==> src/rtl/core/rrfb_pkg.sv <==
// shared types, constants and helper functions for the read request frame builder
// no dependencies

package rrfb_pkg;

    localparam int FRAME_LEN  = 38;
    localparam int POS_W      = 6;
    localparam int BYTE_W     = 8;
    localparam int START_W    = 16;
    localparam int CFG_IDX_W  = 3;
    localparam int CFG_DATA_W = 64;

    // frame layout
    localparam logic [POS_W-1:0] POS_DONGLE   = 6'd8;
    localparam logic [POS_W-1:0] POS_LEN_LO   = 6'd18;
    localparam logic [POS_W-1:0] POS_LEN_HI   = 6'd19;
    localparam logic [POS_W-1:0] POS_ACTION   = 6'd20;
    localparam logic [POS_W-1:0] POS_FUNC     = 6'd21;
    localparam logic [POS_W-1:0] POS_SERIAL   = 6'd22;
    localparam logic [POS_W-1:0] POS_START_LO = 6'd32;
    localparam logic [POS_W-1:0] POS_START_HI = 6'd33;
    localparam logic [POS_W-1:0] POS_QTY_LO   = 6'd34;
    localparam logic [POS_W-1:0] POS_QTY_HI   = 6'd35;
    localparam logic [POS_W-1:0] POS_CRC_LO   = 6'd36;
    localparam logic [POS_W-1:0] POS_LAST     = 6'd37;

    localparam logic [BYTE_W-1:0] DATA_LEN_LO = 8'h12;
    localparam logic [BYTE_W-1:0] DATA_LEN_HI = 8'h00;
    localparam logic [BYTE_W-1:0] ACTION_CODE = 8'h01;
    localparam logic [BYTE_W-1:0] FUNC_CODE   = 8'h04;

    localparam logic [15:0] CRC_POLY = 16'hA001;
    localparam logic [15:0] CRC_INIT = 16'hFFFF;
    localparam logic [15:0] QTY_RESET = 16'd40;

    localparam logic [BYTE_W-1:0] HEADER [8] = '{
        8'hA1, 8'h1A, 8'h02, 8'h00, 8'h20, 8'h00, 8'h01, 8'hC2
    };

    // configuration register indexes
    typedef enum logic [CFG_IDX_W-1:0] {
        REG_DONGLE_LO = 3'd0,
        REG_DONGLE_HI = 3'd1,
        REG_SERIAL_LO = 3'd2,
        REG_SERIAL_HI = 3'd3,
        REG_QUANTITY  = 3'd4
    } t_cfg_reg;

    typedef struct packed {
        logic [79:0] dev_ident;
        logic [79:0] serial;
        logic [15:0] quantity;
    } t_cfg;

    typedef struct packed {
        logic               valid;
        logic [START_W-1:0] start;
    } t_req_head;

    function automatic logic [15:0] crc16_byte(input logic [15:0] c, input logic [7:0] d);
        logic [15:0] v;
        v = c ^ {8'h00, d};
        for (int b = 0; b < 8; b++) begin
            v = v[0] ? ((v >> 1) ^ CRC_POLY) : (v >> 1);
        end
        return v;
    endfunction

    function automatic logic [BYTE_W-1:0] frame_byte(
        input logic [POS_W-1:0]   pos,
        input t_cfg               cfg,
        input logic [START_W-1:0] start,
        input logic [15:0]        crc
    );
        logic [3:0] dix;
        logic [3:0] six;
        logic [BYTE_W-1:0] b;
        dix = 4'(pos - POS_DONGLE);
        six = 4'(pos - POS_SERIAL);
        if (pos < POS_DONGLE) begin
            b = HEADER[pos[2:0]];
        end else if (pos < POS_LEN_LO) begin
            b = cfg.dev_ident[dix*8 +: 8];
        end else if (pos == POS_LEN_LO) begin
            b = DATA_LEN_LO;
        end else if (pos == POS_LEN_HI) begin
            b = DATA_LEN_HI;
        end else if (pos == POS_ACTION) begin
            b = ACTION_CODE;
        end else if (pos == POS_FUNC) begin
            b = FUNC_CODE;
        end else if (pos < POS_START_LO) begin
            b = cfg.serial[six*8 +: 8];
        end else if (pos == POS_START_LO) begin
            b = start[7:0];
        end else if (pos == POS_START_HI) begin
            b = start[15:8];
        end else if (pos == POS_QTY_LO) begin
            b = cfg.quantity[7:0];
        end else if (pos == POS_QTY_HI) begin
            b = cfg.quantity[15:8];
        end else if (pos == POS_CRC_LO) begin
            b = crc[7:0];
        end else begin
            b = crc[15:8];
        end
        return b;
    endfunction

endpackage

==> src/rtl/core/read_request_frame_builder_unit.sv <==
// top level: configuration registers, request queue and frame serializer
// depends on rrfb_pkg, rrfb_queue, rrfb_back
// a frame's first byte is registered at the output after its request word enters the queue
// one frame byte per cycle while the sink is ready, set by the serializer
// frames follow back to back with no gap; one further request can wait behind the active one
// reset: synchronous active low, clears queue and serializer, registers to defaults

module read_request_frame_builder_unit
    import rrfb_pkg::*;
(
    input  logic                  i_clk,
    input  logic                  i_rst_n,
    input  logic                  i_s_tvalid,
    output logic                  o_s_tready,
    input  logic [15:0]           i_s_tdata,    // start_register[15:0]
    output logic                  o_m_tvalid,
    input  logic                  i_m_tready,
    output logic [15:0]           o_m_tdata,    // frame_byte[7:0], byte_position[13:8], zero pad
    output logic                  o_m_tlast,    // last_byte
    input  logic                  i_cfg_valid,
    output logic                  o_cfg_ready,
    input  logic [CFG_IDX_W-1:0]  i_cfg_index,
    input  logic [CFG_DATA_W-1:0] i_cfg_data
);

    t_cfg      r_cfg;
    t_req_head head;
    logic      pop;
    logic      cfg_wr;

    assign o_cfg_ready = 1'b1;
    assign cfg_wr      = i_cfg_valid && o_cfg_ready;

    always_ff @(posedge i_clk) begin
        if (!i_rst_n) begin
            r_cfg.dev_ident <= '0;
            r_cfg.serial    <= '0;
            r_cfg.quantity  <= QTY_RESET;
        end else if (cfg_wr) begin
            unique case (i_cfg_index)
                REG_DONGLE_LO: r_cfg.dev_ident[63:0]  <= i_cfg_data;
                REG_DONGLE_HI: r_cfg.dev_ident[79:64] <= i_cfg_data[15:0];
                REG_SERIAL_LO: r_cfg.serial[63:0]     <= i_cfg_data;
                REG_SERIAL_HI: r_cfg.serial[79:64]    <= i_cfg_data[15:0];
                REG_QUANTITY:  r_cfg.quantity         <= i_cfg_data[15:0];
                default: ;
            endcase
        end
    end

    rrfb_queue u_queue (
        .i_clk      (i_clk),
        .i_rst_n    (i_rst_n),
        .i_s_tvalid (i_s_tvalid),
        .o_s_tready (o_s_tready),
        .i_s_tdata  (i_s_tdata),
        .o_head     (head),
        .i_pop      (pop)
    );

    rrfb_back u_back (
        .i_clk      (i_clk),
        .i_rst_n    (i_rst_n),
        .i_head     (head),
        .o_pop      (pop),
        .i_cfg      (r_cfg),
        .o_m_tvalid (o_m_tvalid),
        .i_m_tready (i_m_tready),
        .o_m_tdata  (o_m_tdata),
        .o_m_tlast  (o_m_tlast)
    );

endmodule

==> src/rtl/core/rrfb_queue.sv <==
// front part: accepts request words into a two-entry queue
// depends on rrfb_pkg

module rrfb_queue
    import rrfb_pkg::*;
(
    input  logic               i_clk,
    input  logic               i_rst_n,
    input  logic               i_s_tvalid,
    output logic               o_s_tready,
    input  logic [START_W-1:0] i_s_tdata,   // start_register
    output t_req_head          o_head,
    input  logic               i_pop
);

    logic [START_W-1:0] r_mem [2];
    logic               r_wr_ptr, n_wr_ptr;
    logic               r_rd_ptr, n_rd_ptr;
    logic [1:0]         r_count,  n_count;
    logic               push;

    assign o_s_tready   = (r_count != 2'd2);
    assign push         = i_s_tvalid && o_s_tready;
    assign o_head.valid = (r_count != 2'd0);
    assign o_head.start = r_mem[r_rd_ptr];

    always_comb begin
        n_wr_ptr = push  ? ~r_wr_ptr : r_wr_ptr;
        n_rd_ptr = i_pop ? ~r_rd_ptr : r_rd_ptr;
        n_count  = r_count + 2'(push) - 2'(i_pop);
    end

    always_ff @(posedge i_clk) begin
        if (!i_rst_n) begin
            r_wr_ptr <= 1'b0;
            r_rd_ptr <= 1'b0;
            r_count  <= 2'd0;
        end else begin
            r_wr_ptr <= n_wr_ptr;
            r_rd_ptr <= n_rd_ptr;
            r_count  <= n_count;
        end
    end

    always_ff @(posedge i_clk) begin
        if (push) begin
            r_mem[r_wr_ptr] <= i_s_tdata;
        end
    end

    a_no_pop_empty: assert property (@(posedge i_clk) disable iff (!i_rst_n)
        i_pop |-> o_head.valid) else $error("pop from empty queue");
    a_count_range: assert property (@(posedge i_clk) disable iff (!i_rst_n)
        r_count != 2'd3) else $error("queue count overflow");
    a_ptr_track: assert property (@(posedge i_clk) disable iff (!i_rst_n)
        (r_count == 2'd0 || r_count == 2'd2) |-> (r_wr_ptr == r_rd_ptr))
        else $error("queue pointers out of step");

endmodule

==> src/rtl/core/rrfb_back.sv <==
// back part: serializes one frame per queued request with running crc
// depends on rrfb_pkg

module rrfb_back
    import rrfb_pkg::*;
(
    input  logic        i_clk,
    input  logic        i_rst_n,
    input  t_req_head   i_head,
    output logic        o_pop,
    input  t_cfg        i_cfg,
    output logic        o_m_tvalid,
    input  logic        i_m_tready,
    output logic [15:0] o_m_tdata,   // frame_byte[7:0], byte_position[13:8], zero pad
    output logic        o_m_tlast    // last_byte
);

    logic [POS_W-1:0]  r_pos, n_pos;
    logic [15:0]       r_crc, n_crc;
    logic              r_out_valid;
    logic [BYTE_W-1:0] r_out_byte;
    logic [POS_W-1:0]  r_out_pos;
    logic              r_out_last;
    logic              slot_free, load, is_last, in_crc;
    logic [BYTE_W-1:0] cur_byte;

    assign slot_free = !r_out_valid || i_m_tready;
    assign load      = slot_free && i_head.valid;
    assign is_last   = (r_pos == POS_LAST);
    assign in_crc    = (r_pos >= POS_ACTION) && (r_pos <= POS_QTY_HI);
    assign cur_byte  = frame_byte(r_pos, i_cfg, i_head.start, r_crc);
    assign o_pop     = load && is_last;

    always_comb begin
        n_pos = r_pos;
        n_crc = r_crc;
        if (load) begin
            n_pos = is_last ? '0 : r_pos + 6'd1;
            if (is_last) begin
                n_crc = CRC_INIT;
            end else if (in_crc) begin
                n_crc = crc16_byte(r_crc, cur_byte);
            end
        end
    end

    always_ff @(posedge i_clk) begin
        if (!i_rst_n) begin
            r_pos       <= '0;
            r_crc       <= CRC_INIT;
            r_out_valid <= 1'b0;
        end else begin
            r_pos       <= n_pos;
            r_crc       <= n_crc;
            r_out_valid <= load || (r_out_valid && !i_m_tready);
        end
    end

    always_ff @(posedge i_clk) begin
        if (load) begin
            r_out_byte <= cur_byte;
            r_out_pos  <= r_pos;
            r_out_last <= is_last;
        end
    end

    assign o_m_tvalid = r_out_valid;
    assign o_m_tdata  = {2'b00, r_out_pos, r_out_byte};
    assign o_m_tlast  = r_out_last;

    a_last_pos: assert property (@(posedge i_clk) disable iff (!i_rst_n)
        (o_m_tvalid && o_m_tlast) |-> (r_out_pos == POS_LAST))
        else $error("last flag off final position");
    a_advance: assert property (@(posedge i_clk) disable iff (!i_rst_n)
        (o_m_tvalid && i_m_tready && !o_m_tlast) |=>
        (o_m_tvalid && r_out_pos == $past(r_out_pos) + 6'd1))
        else $error("frame byte not followed by next position");
    a_crc_rearm: assert property (@(posedge i_clk) disable iff (!i_rst_n)
        o_pop |=> (r_crc == CRC_INIT && r_pos == '0))
        else $error("crc or position not rearmed after frame");

endmodule
==> config.mk <==
export PLATFORM = sky130hd
export DESIGN_NAME = read_request_frame_builder_unit
export DESIGN_NICKNAME = d
export VERILOG_FILES = /design/src/rtl/core/rrfb_pkg.sv /design/src/rtl/core/read_request_frame_builder_unit.sv /design/src/rtl/core/rrfb_queue.sv /design/src/rtl/core/rrfb_back.sv
export SDC_FILE = /design/constraint.sdc
export NUM_CORES = 1
export LEC_CHECK = 0
export ABC_AREA = 1
export BUFFER_PORTS_ARGS = -buffer_cell sky130_fd_sc_hd__buf_2
export CAP_MARGIN = 20
export CORE_ASPECT_RATIO = 0.6
export CORE_MARGIN = 2
export CORE_UTILIZATION = 50
export DETAILED_ROUTE_END_ITERATION = 8
export PLACE_DENSITY = 0.76
export SLEW_MARGIN = 20
export SYNTH_ARGS = -nofsm -noshare
export SYNTH_HDL_FRONTEND = slang
export SYNTH_SLANG_ARGS = --single-unit
==> constraint.sdc <==
create_clock -name i_clk -period 4.5 [get_ports i_clk]
set_input_delay 0.225 -clock i_clk [delete_from_list [all_inputs] [get_ports i_clk]]
set_output_delay 0.225 -clock i_clk [all_outputs]
set_load 0.03 [all_outputs]
Yosys cells after proc, flatten, opt, wreduce, memory -nomap -nowiden
Memory sizes are Yosys's and may differ from the RTL's. A register that Yosys moved wholly into a read port is not among the register bits. Cells that the tools add are included.

Equality and inequality tests: 15. Reduce and logical (&&, ||, !) cells: 18. Shifts and indexed selects: 2. Add/subtract/negate cells: 5. $lt $le $gt $ge: 6. Multipliers: 0. Divide/modulo/power cells: 0. Bitwise gates (word level): 12. Mux-type cells: 29.

Operators with widths (number): two-way mux 16 bit (10); indexed part select 80 x 8 -> 8 bit (2); two-way mux 8 bit (14); equality test 6 bit (second input constant) (6); equality test 6 x 5 -> 1 bit (second input constant) (4); NOT 2 -> 3 bit (8); bitwise XOR 16 x 8 -> 16 bit (1); AND reduction 2 bit (6); adder 6 x 1 -> 6 bit (second input constant) (1); equality test 3 x 2 -> 1 bit (second input constant) (2); >= comparator 6 x 5 -> 1 bit (second input constant) (1); <= comparator 6 bit (second input constant) (1); < comparator 6 x 4 -> 1 bit (second input constant) (1); < comparator 6 x 5 -> 1 bit (second input constant) (1); < comparator 6 bit (second input constant) (1); two-way mux 6 bit (1); logical AND 1 bit (5); >= comparator 4 bit (second input constant) (1); two-way mux 1 bit (4); NOT 3 -> 4 bit (1); nonzero test 2 bit (2); subtractor 4 x 3 -> 4 bit (second input constant) (1); subtractor 4 bit (second input constant) (1); equality test 3 x 1 -> 1 bit (second input constant) (1); other kinds (8) (11).

RAM bits: 32. Bits in latches: 0. Bits in read-only memories: 64. Logic and storage cells: 103. Memories kept: 2. Bits in registers: 218. Input bits: 88.

Memories: (name not given) (words 8, bits a word 8, read ports 1, clocked after memory_dff 0, write ports 0, RTL line rrfb_pkg.sv:81) `b = HEADER[pos[2:0]];`; u_queue.r_mem (words 2, bits a word 16, read ports 1, clocked after memory_dff 1, write ports 1, RTL line rrfb_queue.sv:16) `logic [START_W-1:0] r_mem [2];`.

Logic depth before layout (Yosys ltp)
Depth in word-level cells: 32. Depth in mapped cells: 34. Gate-level depth less buffers: 31.

By module
Synthesis repeated with hierarchy kept, for this count alone.

Cells, all modules: 1891. Area total of the unflattened synthesis: 12899.9 um2.

By module, submodules not included: read_request_frame_builder_unit (area an instance 7133.1 um2, seq. area each 3523.4 um2, instances 1, cells an instance 1035); rrfb_back (area an instance 4335.4 um2, seq. area each 910.9 um2, instances 1, cells an instance 773); rrfb_queue (area an instance 1431.4 um2, seq. area each 1061.0 um2, instances 1, cells an instance 83).

Worst setup path after synthesis
No wires, ideal clock.

Kind: register to register. From: reg u_back.r_pos[0]. To: reg u_back.r_crc[0]. Period minus slack after synthesis: 3.150 ns. Data arrival time: 3.038 ns. Stages on the path, launching flop included: 35. Slack: 1.350 ns. Setup time: 0.112 ns. Data required time: 4.388 ns. Path buffers: 3. Cells stage by stage: dfxtp_1 -> inv_2 -> buf_2 -> buf_2 -> buf_2 -> ha_1 -> nand3_1 -> nor2_2 -> nand2_1 -> nand3_1 -> nand2_1 -> nand2_1 -> nand2_1 -> nand2_1 -> nand2_1 -> nand2_1 -> nand2_1 -> nand2_1 -> nand2_1 -> nand2_1 -> nand2_2 -> nand2_2 -> nand2_1 -> nand2_1 -> nand2_1 -> nand2_1 -> inv_1 -> nand2_1 -> nand2_1 -> nand2_1 -> nand2_1 -> nand2_1 -> nand3_1 -> nand2_1 -> nand2_1.

Longest elaborated chain between the ends: 25.

RTL lines: from (decl) (RTL line rrfb_back.sv:18) `logic [POS_W-1:0] r_pos, n_pos;`; from (signal assigned) (RTL line rrfb_back.sv:53) `r_pos <= n_pos;`; branches (longest 25 deep; another with subtractor 4 x 3 -> 4 bit); to (signal assigned) (RTL line rrfb_back.sv:54) `r_crc <= n_crc;`; to (decl) (RTL line rrfb_back.sv:19) `logic [15:0] r_crc, n_crc;`.

Parallel ways; which one is timed is not known. The select of a mux whose other input is x is not followed. A chain may end at the register's enable or synchronous reset.

Worst setup path after layout
From: reg u_back.r_pos[2]. To: reg u_back.r_crc[0].

The elaborated chain is that of the path after synthesis.

==> impl_metrics.yaml <==
critical_path:
  critical_path_class: "reg2reg"
  path_max_fanout: 13
  crit_start: "u_back.r_pos[2]"
  crit_end: "u_back.r_crc[0]"
  r2r_setup_slack_ns: 0.69
  regToRegEndpoint: "u_back.r_crc[0]"
  crit_path_end_kind: "flop"
  critical-path-slowest-cell: "dfxtp_1"
  worstPathArrival_ns: 4.25
  reg2regPathDepth: 25
  worstReg2RegStart: "u_back.r_pos[2]"
  crit_top_cell: "nand2_1"
  max_stage_delay_ns: 0.61
  crit_required_ns: 4.93
  setup.worst_path.start_class: "flop"
grt:
  grt_use_total: 0.319
  grt_max_degree: 119
  grt_pass1_wl_um: 59900
  grt_antenna_before_repair: 1
  grt-ovfl-total: 0
  grt_pass1_vias: 10310
placed_design:
  dp_cells: 1959
  port_buffers: 104
  dp_hpwl_um: 27200
  globalplace.congestion: 1.03
  pre_cts_ws_ns: 0.735
cts:
  cts_root_buffer: "clkbuf_16"
  clkSlewWorstSetupHoldPaths_ns: 0.06
  cts_max_path_buffers: 3
  clock_latency_ns: 0.54
  numCtsBuffers: 24
  htreeDepth: 1
  cts_setup_buffers: 0
  cts_num_sinks: 251
  cts_resized: 0
  cts_tree: "yes"
timing:
  period_share: 0.848
  min_period_ns: 3.81
  slew_violations: 0
  rsz0062_at_grt: "false"
  skew_ns: 0.0154
  whs_ns: 0.0146
  finalHoldViolCount: 0
  setup_slack_ns: 0.686
  worstMarginPinSlew_ns: 1.01
  max-slew-margin-rel: 0.327
  fmaxAchievable_mhz: 262
  setup_viol: 0
  setup-tns-final_ns: 0
min_path:
  hold_path.class: "in2reg"
floorplan:
  coreArea_sq_um: 22900
  die_y_um: 122
  initial_core_util: 0.505
  die_x_um: 200
  dieArea_sq_um: 24400
  rows: 43
  io_pins: 108
synth:
  ys_ff_latch: 251
  synthMostInstantiatedCell: "nor2_1"
  yosys-top-cells-count: "406 x nor2_1, 263 x nand2_1, 256 x o21ai_0, 204 x dfxtp_1, 85 x inv_1"
  synth_top_area_cell: "dfxtp_1"
  synthTopCellsByArea: "dfxtp_1 35%, nor2_1 13%, edfxtp_1 12%"
  synth_xor_area_frac: 0.00227
  dominantRegCellSynth: "dfxtp_1"
  synth_top_family_by_area: "simple AND/OR/NAND/NOR gates"
  synth_fa_ha_area_frac: 0.00866
  yosysWarnings: 0
  synth_simple_gate_area_frac: 0.273
  ys_seq_area_frac: 0.476
  synth_cell_type_count: 41
  syn_area_sq_um: 11600
  synth_edf_count: 47
  syn_area_per_cell_sq_um: 7.18
  async_flop_share: 0
  yosysTopAreaCellShare: 0.353
  synth_cells: 1610
  synth_mux_area_frac: 0.00433
  synth_compound_area_frac: 0.171
routing:
  vias_per_cell: 5.58
  drt-initial-drc-count: 1465
  post_drt_wl_per_cell_um: 18.9
  firstDrtPassIters: 6
  vias: 11540
  routed_wl_um: 39000
  ant_nets: 0
  drc: 0
final_layout:
  drive_gt1_frac: 0.118
  regArea_sq_um: 5500
  final_cells: 2068
  multi_input_area_sq_um: 5330
  fin_nets: 1830
  fillers: 2120
  area_growth_pct: 19.1
status:
  status: "finished, final reports clean"
power:
  p_leak_nw: 6.01
  power_density_nw_per_um2: 410
  vdd_ir_drop_max_mv: 0.321
run:
  maxCapViolCount: 0
==> power by group <==
part           total [mW]  switching (mW)  internal, mW
Sequential           2.46          0.0537          2.41
Combinational        1.01           0.706         0.304
Clock                2.17           0.904          1.26
Total                5.64            1.66          3.98
==> through the flow <==
stage | instance area (sq um) | power (mW) | utilization
floorplan | 11600 | 3.11 | -
global placement | 12200 | 3.44 | 0.535
detailed placement | 12300 | 3.44 | 0.537
CTS | 13800 | 5.62 | 0.602
global route | 13800 | 5.85 | 0.602
finish | 13800 | 5.64 | 0.602
==> metal layers <==
metal | global-route usage | vias to the layer above | wire, um
li1 | - | 5513 | -
met3 | 0.127 | 50 | 5590
met5 | 0 | - | 0
met1 | 0.488 | 5382 | 18200
met2 | 0.417 | 595 | 14700
met4 | 0.0537 | 0 | 484
==> area by class of cell <==
class	instances	share of cell area
Sequential cell	251	0.399
Multi-Input combinational cell	1173	0.387
Timing Repair Buffer	187	0.0973
Clock buffer	34	0.0538
Tap cell	315	0.0286
Inverter	97	0.0264
Clock inverter	10	0.00754
Antenna cell	1	0.000182
==> worst max-delay path: cells and delay by family (launching register included) <==
kind	cells	cell delay, ns
AOI/OAI and AO/OA	2	0.37
xor gates and xnor gates	1	0.58
adders and majority gates	1	0.28
buffers and inverters	1	0.07
DFF	1	0.61
and+or+nand+nor	20	1.78
==> registers in the layout, summed over array words and instances (netlist names), named ones only <==
register           cells
u_back.r_out_pos       6
u_queue.r_count        2
u_back.r_out_byte      8
u_back.o_m_tlast       1
u_back.r_crc          16
u_queue.r_rd_ptr       1
u_back.r_pos           6
r_cfg                176
u_back.o_m_tvalid      1
u_queue.r_mem         32
u_queue.r_wr_ptr       1
==> logic make-up (layout without fill, tap and decap cells) <==
group	count (synthesis)	count (layout)
AO/OA/AOI/OAI	370	370
XOR/XNOR	3	3
adder cells (fa/ha/maj)	8	8
buffers and inverters	187	328
flip-flops	251	251
multiplexers	5	5
other	2	4
AND/OR/NAND/NOR	784	784
==> how the worst min path moves through the flow <==
| stage | from | to | slack (ns) | depth (start not counted) |
|---|---|---|---|---|
| 2_1_floorplan | i_s_tdata[0] | u_queue.r_mem[0][0] | 0.32 | 0 |
| 3_3_place_gp | i_s_tdata[9] | u_queue.r_mem[0][9] | 0.41 | 1 |
| 3_5_place_dp | i_s_tdata[1] | u_queue.r_mem[1][1] | 0.42 | 1 |
| 4_1_cts | i_cfg_data[4] | r_cfg[164] | 0.009 | 3 |
| 5_1_grt | i_cfg_data[4] | r_cfg[164] | 0.02 | 3 |
| 6_report | i_cfg_data[18] | r_cfg[114] | 0.01 | 3 |
==> what timing repair did <==
item	4_1_cts	5_1_grt
endpoints found under the setup margin	0	0
hold buffers	64	0
hold endpoints to repair	122	0
==> cell usage in the layout, fill, tap and decap left out, drive strengths merged, types with 5 or more instances in the layout <==
master	netlist	routed
dlygate4sd3	0	64
ha	8	8
o22ai	16	16
nand2	281	281
clkinv	3	7
or2	8	8
a21oi	62	62
o21ai	261	261
inv	94	97
o211ai	13	13
dfxtp	204	204
edfxtp	47	47
o221ai	6	6
nor2	411	411
clkbuf	66	34
nand3	76	76
o2111ai	5	5
mux2i	5	5
buf	24	123
No activity file was read; power rests on OpenSTA's default activity.
